==> src/fac_pkg.sv <==
package fac_pkg;

    // table geometry
    localparam int NUM_FRAMES = 1024;
    localparam int FRAME_W    = 10;
    localparam int THREAD_W   = 8;
    localparam int PAGE_W     = 20;
    localparam int ROW_BITS   = 32;
    localparam int BIT_W      = $clog2(ROW_BITS);
    localparam int NUM_ROWS   = NUM_FRAMES / ROW_BITS;
    localparam int ROW_W      = $clog2(NUM_ROWS);
    localparam int LAST_ROW   = NUM_ROWS - 1;

    localparam logic [FRAME_W-1:0] BASE_RESET = FRAME_W'(256);

    // command codes
    localparam logic [1:0] CMD_ALLOC = 2'd0;
    localparam logic [1:0] CMD_SWAP  = 2'd1;
    localparam logic [1:0] CMD_REF   = 2'd2;

    // row scan modes
    localparam logic [1:0] MODE_FREE  = 2'd0;
    localparam logic [1:0] MODE_SWEEP = 2'd1;
    localparam logic [1:0] MODE_REF   = 2'd2;

    typedef logic [ROW_BITS-1:0] t_row;

    typedef struct packed {
        t_row valid;
        t_row acc;
    } t_flag_row;

    typedef struct packed {
        logic [THREAD_W-1:0] thread;
        logic [PAGE_W-1:0]   page;
    } t_meta;

    typedef struct packed {
        logic [1:0] mode;
        t_row       mask;
        t_row       force_oh;
        logic       last_visit;
    } t_scan_req;

    typedef struct packed {
        logic             found;
        logic [BIT_W-1:0] pick;
        logic             old_valid;
        t_flag_row        new_row;
    } t_scan_rsp;

    // bits at or above position b
    function automatic t_row ge_mask(input logic [BIT_W-1:0] b);
        ge_mask = {ROW_BITS{1'b1}} << b;
    endfunction

    function automatic t_row bit_oh(input logic [BIT_W-1:0] b);
        bit_oh = t_row'(1) << b;
    endfunction

endpackage

==> src/fac_flag_store.sv <==
module fac_flag_store (
    input  logic                     i_clk,
    input  logic                     i_rst_n,
    input  logic                     i_rd_en,
    input  logic [fac_pkg::ROW_W-1:0] i_rd_row,
    output fac_pkg::t_flag_row       o_rd_data,
    input  logic                     i_wr_en,
    input  logic [fac_pkg::ROW_W-1:0] i_wr_row,
    input  fac_pkg::t_flag_row       i_wr_data
);
    import fac_pkg::*;

    t_flag_row                r_mem [NUM_ROWS];
    logic [NUM_ROWS-1:0]      r_init;
    t_flag_row                r_rd_data;
    logic                     r_rd_init;

    // valid and accessed bits, one row of frames per entry
    always_ff @(posedge i_clk) begin
        if (i_wr_en) begin
            r_mem[i_wr_row] <= i_wr_data;
        end
        if (i_rd_en) begin
            r_rd_data <= r_mem[i_rd_row];
        end
    end

    // per-row written marks, a row never written reads as all clear
    always_ff @(posedge i_clk) begin
        if (!i_rst_n) begin
            r_init    <= '0;
            r_rd_init <= 1'b0;
        end else begin
            if (i_wr_en) begin
                r_init[i_wr_row] <= 1'b1;
            end
            if (i_rd_en) begin
                r_rd_init <= r_init[i_rd_row];
            end
        end
    end

    assign o_rd_data = r_rd_init ? r_rd_data : '0;

endmodule

==> config.mk <==
export PLATFORM = sky130hd
export DESIGN_NAME = fac_flag_store
export DESIGN_NICKNAME = d
export VERILOG_FILES = /design/src/fac_pkg.sv /design/src/fac_flag_store.sv
export SDC_FILE = /design/constraint.sdc
export NUM_CORES = 2
export LEC_CHECK = 0
export ABC_AREA = 1
export BUFFER_PORTS_ARGS = -buffer_cell sky130_fd_sc_hd__buf_4
export CAP_MARGIN = 20
export CELL_PAD_IN_SITES_DETAIL_PLACEMENT = 0
export CELL_PAD_IN_SITES_GLOBAL_PLACEMENT = 1
export CORE_ASPECT_RATIO = 1.75
export CORE_MARGIN = 1
export CORE_UTILIZATION = 40
export DETAILED_ROUTE_END_ITERATION = 7
export GPL_TIMING_DRIVEN = 0
export PLACE_DENSITY_LB_ADDON = 0.1
export RECOVER_POWER = 100
export SLEW_MARGIN = 25
export SYNTH_ARGS = -nofsm -noshare
export SYNTH_HDL_FRONTEND = slang
export SYNTH_SLANG_ARGS = --single-unit
==> constraint.sdc <==
create_clock -name i_clk -period 7.5 [get_ports i_clk]
set_input_delay 0.75 -clock i_clk [delete_from_list [all_inputs] [get_ports i_clk]]
set_output_delay 0.75 -clock i_clk [all_outputs]
set_load 0.03 [all_outputs]
==> out/metrics.cfg <==
[outcome]
status=finished with violations
failed_checks=max-capacitance violations, max-slew violations

[sta]
tightest_slew_ps=3540
final.min_clock_period_ps=5650
finalSetupViolCount=0
hold_viol=0
report.final.slew_viol_count=1910
relSlewSlack_pct=-136
rsz0062_at_grt=no
clock_skew_ps=41.5
fmax_mhz=177
finalCritPeriodShare_pct=75.4
holdWs_ps=278

[setup_path]
worstSetupEndpointType=register
cp_data_arrival_time_ps=6100
cp_cell_sequence=clkbuf_1, inv_1, nor3_1, inv_1, nor2_1, clkbuf_1, clkbuf_1, clkbuf_1
cp_slowest_cell=clkbuf_1
worstSetupPathType=in -> reg
reg2reg_from=r_mem[10][11]
cp-endpoint=r_mem[31][54]
cp.required_ps=7950
r2r_cells=6
r2r_setup_slack_ps=4960
cp_max_fo=13
startpoint=i_wr_row[0]
cp_common_cell=clkbuf_1
worstReg2RegEnd=r_rd_data[11]
setup.worst_path.start_class=input pin
worst_path_largest_cell_delay_ps=1260

[drt]
wire_per_inst_um=37.1
routed_wl_mm=378
drtIter0Drc=6994
met3_length_mm=26.3
drtAntennaViolNets=0
topRoutingLayerUsed=met5
drc=0
viasPerCell=5.88
dr.pass1.iters=6
wl_met2_mm=190
wl_met1_mm=126
num_vias=59882

[logic_synthesis]
ys_ff_latch=2145
synth_area_leaders=edfxtp_1 (75%), nand2_1 (5.4%), o21ai_0 (4.5%), nor2_1 (3.9%), nand3_1 (3.1%)
synth_top_area_cell=edfxtp_1
ys_warn_count=0
synth.avg_cell_area_um2=12.6
mappedNetlistArea_mm2=0.0843
syn_nets=6756
synth_cell_type_count=22
syn_inst=6678
ys_seq_area_share_pct=76.0
synth_top_cell_area_share_pct=75.2

[clocking]
cts_sinks=2145
clockBufferDepth=4
h-tree-depth=4
cts_hold_buf=0
clock_latency_ps=890
post_cts_buffers=0
path_clk_slew_ps=70
ctsResizeCount=0
cts_root_buf=clkbuf_16
tritoncts=yes
cts_buffers=204

[floorplanning]
die_x_um=349
core_mm2=0.209
die_h_um=609
rows=222
io_pins=142
die_area_mm2=0.213
start_util_pct=40.3

[placed_design]
place.gp.congestion=0.884
io_buffers=138
hpwl_mm=273

[flow_run]
maxCapViolCount=89

[global_routing]
grt_max_degree=35
grtUsageTotal_pct=35.1
grt_pass1_vias=58334
grt_overflow=0
grt_antenna_before_repair=16
grt_pass1_wl_mm=499

[layout]
final_util_pct=46.0
area_delta_synth_final_pct=14.0
final_nets=7298
drive_gt1_share_pct=7.18

[power]
peakVddDrop_uv=194
p_leak_nw=32.5
p_per_area_mw_per_mm2=268

[hold_path]
hold_class=in -> reg

## registers in the layout, summed over array words and instances, names as in the netlist
name       count
r_rd_init      1
r_init        32
r_rd_data     64
r_mem       2048
## worst max-delay path: cells and delay by family
family                 cells  cell delay, ps
AND/OR/NAND/NOR            2            1310
buffers and inverters      6            3990
## cells in the final DEF (no fill, tap or decap), drive strengths merged, types with 120 or more instances in the layout
master and n:
a21oi 159, buf 225, clkbuf 813, edfxtp 2112, inv 120, nand2 1206
nand3 516, nor2 884, o21ai 774, o22ai 350
## per-stage QoR
step	area, µm²	cells	setup slack (ps)	total power [mW]	setup TNS (ps)
after floorplan	84300	6678	3180	14.5	0
after global placement	88900	9616	-3580	15.6	-6277800
after detailed placement	94100	9814	3350	15.7	0
after CTS	101000	10172	3700	25.9	0
after global routing	96200	10173	1870	26.3	0
final	96200	10182	1850	25.8	0
## cells by family after synthesis
kind of cell	synth area share [%]
AND/OR/NAND/NOR	12.4
flip-flops	76.0
AO/OA/AOI/OAI	8.64
buffers and inverters	2.94
## where the power goes
group / internal (mW) / leakage [nW] / switching (mW) / total [mW]
Clock: 5.79 / 3.14 / 4.61 / 10.4
Sequential: 13.4 / 19.4 / 0.0410 / 13.4
Combinational: 0.389 / 9.97 / 1.63 / 2.02
Total: 19.5 / 32.5 / 6.28 / 25.8
## layer usage
layer	GRT usage [%]	vias to the layer above
li1	-	25244
met1	38.0	29974
met2	61.4	3371
met3	4.80	1287
met4	27.4	6
met5	0	-
## cells in the mapped netlist
cell type	n
buf_4	17
nand2_1	1206
nand3_1	516
o21ai_0	762
a21oi_1	159
nor3_1	12
buf_1	34
inv_2	1
nor2_1	884
o22ai_1	350
edfxtp_1	2112
o31ai_1	57
dfxtp_1	33
buf_6	10
clkbuf_1	258
clkinv_1	1
buf_2	134
inv_4	1
buf_8	1
clkbuf_2	1
o21ai_1	12
inv_1	117
## worst min-delay path by stage
| stage | startpoint | to | slack (ps) | depth (start not counted) |
|---|---|---|---|---|
| after floorplan | r_init[11] | r_init[11] | 440 | 2 |
| after global placement | r_init[12] | r_init[12] | 450 | 2 |
| after detailed placement | r_init[2] | r_init[2] | 460 | 2 |
| after CTS | i_wr_data[42] | r_mem[11][42] | 250 | 1 |
| after global routing | i_rst_n | r_init[0] | 320 | 3 |
| final | i_rst_n | r_init[0] | 280 | 3 |
## area by class of cell
class / instances / area, µm²
clock buffer: 247 / 5370
antenna: 10 / 25.0
timing repair buffer: 336 / 1810
multi-input combinational: 3958 / 17800
buffer: 455 / 2090
fill: 19286 / 113000
inverter: 120 / 453
tap: 2800 / 3500
sequential: 2145 / 64100
clock inverter: 111 / 1070
Note: power is estimated with default switching activity, not from simulation.
