File: src/fac_pkg.sv
package fac_pkg;

    // table geometry
    localparam int NUM_FRAMES = 1024;
    localparam int FRAME_W    = 10;
    localparam int THREAD_W   = 8;
    localparam int PAGE_W     = 20;
    localparam int ROW_BITS   = 32;
    localparam int BIT_W      = $clog2(ROW_BITS);
    localparam int NUM_ROWS   = NUM_FRAMES / ROW_BITS;
    localparam int ROW_W      = $clog2(NUM_ROWS);
    localparam int LAST_ROW   = NUM_ROWS - 1;

    localparam logic [FRAME_W-1:0] BASE_RESET = FRAME_W'(256);

    // command codes
    localparam logic [1:0] CMD_ALLOC = 2'd0;
    localparam logic [1:0] CMD_SWAP  = 2'd1;
    localparam logic [1:0] CMD_REF   = 2'd2;

    // row scan modes
    localparam logic [1:0] MODE_FREE  = 2'd0;
    localparam logic [1:0] MODE_SWEEP = 2'd1;
    localparam logic [1:0] MODE_REF   = 2'd2;

    typedef logic [ROW_BITS-1:0] t_row;

    typedef struct packed {
        t_row valid;
        t_row acc;
    } t_flag_row;

    typedef struct packed {
        logic [THREAD_W-1:0] thread;
        logic [PAGE_W-1:0]   page;
    } t_meta;

    typedef struct packed {
        logic [1:0] mode;
        t_row       mask;
        t_row       force_oh;
        logic       last_visit;
    } t_scan_req;

    typedef struct packed {
        logic             found;
        logic [BIT_W-1:0] pick;
        logic             old_valid;
        t_flag_row        new_row;
    } t_scan_rsp;

    // bits at or above position b
    function automatic t_row ge_mask(input logic [BIT_W-1:0] b);
        ge_mask = {ROW_BITS{1'b1}} << b;
    endfunction

    function automatic t_row bit_oh(input logic [BIT_W-1:0] b);
        bit_oh = t_row'(1) << b;
    endfunction

endpackage

File: src/fac_row_scan.sv
module fac_row_scan (
    input  fac_pkg::t_flag_row i_row,
    input  fac_pkg::t_scan_req i_req,
    output fac_pkg::t_scan_rsp o_rsp
);
    import fac_pkg::*;

    t_row             cand;
    t_row             first_oh;
    t_row             sel;
    t_row             clr;
    logic [BIT_W-1:0] pick;
    logic             found;

    // candidates: free frames or frames without a second chance
    always_comb begin
        if (i_req.mode == MODE_FREE) begin
            cand = ~i_row.valid & i_req.mask;
        end else begin
            cand = ~i_row.acc & i_req.mask;
        end
        found    = |cand;
        first_oh = cand & ((~cand) + t_row'(1));
    end

    // encode lowest candidate
    always_comb begin
        pick = '0;
        for (int i = 0; i < ROW_BITS; i++) begin
            if (first_oh[i]) begin
                pick = pick | BIT_W'(i);
            end
        end
    end

    // build the row written back
    always_comb begin
        sel = '0;
        clr = '0;
        o_rsp.new_row = i_row;
        case (i_req.mode)
            MODE_FREE: begin
                sel = first_oh;
                o_rsp.new_row.valid = i_row.valid | sel;
                o_rsp.new_row.acc   = i_row.acc & ~sel;
            end
            MODE_SWEEP: begin
                // accessed frames passed over lose their second chance
                if (found) begin
                    clr = i_req.mask & (first_oh - t_row'(1));
                    sel = first_oh;
                end else begin
                    clr = i_req.mask;
                    sel = i_req.last_visit ? i_req.force_oh : '0;
                end
                o_rsp.new_row.valid = i_row.valid | sel;
                o_rsp.new_row.acc   = i_row.acc & ~clr & ~sel;
            end
            MODE_REF: begin
                o_rsp.new_row.acc = i_row.acc | i_req.force_oh;
            end
            default: begin
                o_rsp.new_row = i_row;
            end
        endcase
        o_rsp.found     = found;
        o_rsp.pick      = pick;
        o_rsp.old_valid = |(i_row.valid & sel);
    end

endmodule

File: config.mk
export PLATFORM = sky130hd
export DESIGN_NAME = fac_row_scan
export DESIGN_NICKNAME = d
export VERILOG_FILES = /design/src/fac_pkg.sv /design/src/fac_row_scan.sv
export SDC_FILE = /design/constraint.sdc
export NUM_CORES = 1
export LEC_CHECK = 0
export ABC_AREA = 1
export BUFFER_PORTS_ARGS = -buffer_cell sky130_fd_sc_hd__buf_2
export CAP_MARGIN = 20
export CORE_AREA = 2 2 130 132
export DETAILED_ROUTE_END_ITERATION = 10
export DIE_AREA = 0 0 132 134
export PLACE_DENSITY = 0.57
export SYNTH_ARGS = -nofsm -noshare
export SYNTH_HDL_FRONTEND = slang
export SYNTH_SLANG_ARGS = --single-unit
export TNS_END_PERCENT = 30
File: constraint.sdc
create_clock -name vclk -period 2.6
set_clock_uncertainty 0.05 [all_clocks]
set_input_delay 0.26 -clock vclk [all_inputs]
set_output_delay 0.26 -clock vclk [all_outputs]
set_load 0.01 [all_outputs]
==> metrics.txt <==
Ys Warns 0; area of the core 0.0163 mm2; CP delay by family, top simple AND/OR/NAND/NOR gates; Initial DRC Count 639; MaxCap Viol Count 0; post-route cell area 0.00830 mm2; Yosys top cell by area nand2_1; Placement Setup Slack -0.444 ns; Crit Path Max Fanout 6; cells after synthesis 794; LEAKAGE 4.43 nW; wire length on met3 2220 um; die height 134 um; crit path max-delay cell type nor2_8; share of cells above drive strength 1 0.566; WL final 26,000 um; crit-path cells buf_12, nor2_4, buf_12, buf_8, nand2_4, nand3_4, nand2_2, nor2_4, nand2_4, nor2_8, buf_6, nand2_4, buf_4, nand2_2, nand4_1, nand2_1, clkinv_1, nand3_2, nor2_2, nand3_2, buf_6; Net count, final 1,346; WL per Instance 18.2 um; initial core utilization 0.245; syn_nets 925; Clk pwr share 0; post-synth top area share 0.258; CLK BUF 0; hold violation total from the final report 0; Ant. Diodes 0; Buf+Inv Stages, Crit Path 7; final period utilization 1.14; via density per instance 5.33; crit-path max cell delay 0.24 ns; drt pass-1 iters 7; P_int 556 uW; Post-Place Cell Area 0.00657 mm2; Synth Cell Area 0.00399 mm2; DRC 0; Slew Viols, Final 0; failing checks negative setup slack; largest net degree at the start of global routing 72; status finished, violations left; Area growth, synth to finish 108%; top sig layer met5; type of the worst min-delay path in2out; Mapped Avg Cell Area 5.02 um2; normalized max-slew margin 0.713; DPL Wire Length 18,800 um; first-pass GRT wire length 37,100 um; Area contributors post-synth nand2_1 (26%), nand3_1 (14%), nand4_1 (9.3%), inv_1 (6.5%), nor2_1 (5.7%); vias 7,639; f_max 339 MHz; Routed Antenna Nets 0; die footprint 0.0177 mm2; Util after Layout 0.510; WP data required 2.29 ns; Post-Route M1 WL 10,700 um; WL met2 12,400 um; sequential area share after synthesis 0; crit path kind in2out; final setup margin -0.352 ns; overall die width 132 um; placed insts 1,362; Worst EP arrival 2.64 ns; row cnt 47; I/O Buffers 202; Storage cell area 0 um2; Power Density 153 mW/mm2; Logic pwr share 1.000; final setup vio count 64; number of global-route vias before repair 7,103; share of power burned in registers 0; CP startpoint kind primary input; final cell count without fillers 1,433; GRT Residual Overflow 0; initial antenna violation count 1; GRT Util Overall 0.260; critical path's most frequent cell nand2_4; Sw Ratio 0.561; crit path capture type output pin; net switching power 710 uW; fin crit period 2.95 ns; Power Total 1.27 mW; routability cong. 0.993; IO Pins 202; RSZ-0062 raised after global routing yes; maximum vdd drop 0.0823 mV; num sequential 0; post-synth cell types 36; worst slew pin tran 0.430 ns
[logic make-up (layout without fill, tap and decap cells)]
logic type      Yosys count  count (layout)  synth area share
simple gates            597             598             0.728
buf+inv                 109             527             0.126
compound gates           88              88             0.146
[metrics by stage]
step | setup TNS, ns | hold slack [ns]
4_1_cts | -3.49 | 0.774
3_5_place_dp | -10.67 | 0.773
2_1_floorplan | 0 | 0.563
3_3_place_gp | -9.97 | 0.780
6_report | -7.59 | 0.779
5_1_grt | -13.67 | 0.800
[layout make-up]
type / count / area (um2)
Timing Repair Buffer: 455 / 3390
Inverter: 72 / 285
Fill cell: 1665 / 7990
Multi-Input combinational cell: 686 / 4350
Tap cell: 220 / 275
[synthesized netlist by cell type, types with 2 or more instances]
| cell type | n |
|---|---|
| clkbuf_1 | 21 |
| nor2_1 | 61 |
| or2_2 | 7 |
| nand4_1 | 59 |
| buf_6 | 7 |
| nand2_4 | 3 |
| clkinv_1 | 2 |
| o2111ai_1 | 13 |
| nand2_2 | 8 |
| a211o_1 | 2 |
| o21bai_1 | 2 |
| buf_4 | 3 |
| o21ai_0 | 40 |
| a221o_1 | 12 |
| nor4_1 | 3 |
| nor2_2 | 8 |
| buf_8 | 2 |
| nand2_1 | 274 |
| inv_1 | 69 |
| nor2_8 | 2 |
| a21oi_1 | 7 |
| nor2_4 | 3 |
| nor3_1 | 10 |
| nand3_1 | 115 |
| nand3_2 | 18 |
| buf_2 | 4 |
| o221ai_1 | 5 |
| or2_1 | 3 |
| nand3b_1 | 19 |
| o21ai_1 | 6 |
[routing by layer]
layer / track usage / vias to the layer above
li1: - / 3589
met3: 0.0355 / 63
met5: 0 / -
met4: 0.0616 / 2
met2: 0.447 / 424
met1: 0.344 / 3561
[power groups by stage]
| stage | combinational, mW | clock, mW | sequential, mW |
|---|---|---|---|
| 6_report | 1.27 | 0 | 0 |
| 2_1_floorplan | 0.447 | 0 | 0 |
| 3_5_place_dp | 0.987 | 0 | 0 |
| 5_1_grt | 1.35 | 0 | 0 |
| 3_3_place_gp | 0.986 | 0 | 0 |
| 4_1_cts | 1.13 | 0 | 0 |
[layout by cell type, fill, tap and decap left out, types with 10 or more instances in the layout]
cell         n
inv_2       17
o21ai_0     34
nand2_4     17
buf_6       24
inv_1       48
nand3_4     12
nand2_2     62
a221o_1     12
nand2_1    205
buf_4      205
nand3_1     81
o2111ai_1   10
nand4_1     59
nor2_1      32
nor2_2      19
nand3_2     40
nand3b_1    19
buf_2      197
nor2_4      21
buf_12      18
[what timing repair did]
action                                  CTS  global route
pin swaps                                15            67
setup buffers                            34            31
hold buffers                              0             0
endpoints found under the setup margin   68            69
cloned                                    6             2
gates resized for setup                 115           172
[worst paths after layout]
kind | slack, ns | depth (start not counted) | to | start
min | 0.78 | 3 | o_rsp[56] | i_row[56]
max | -0.35 | 21 | o_rsp[64] | i_req[65]
No activity file was read; power rests on OpenSTA's default activity.
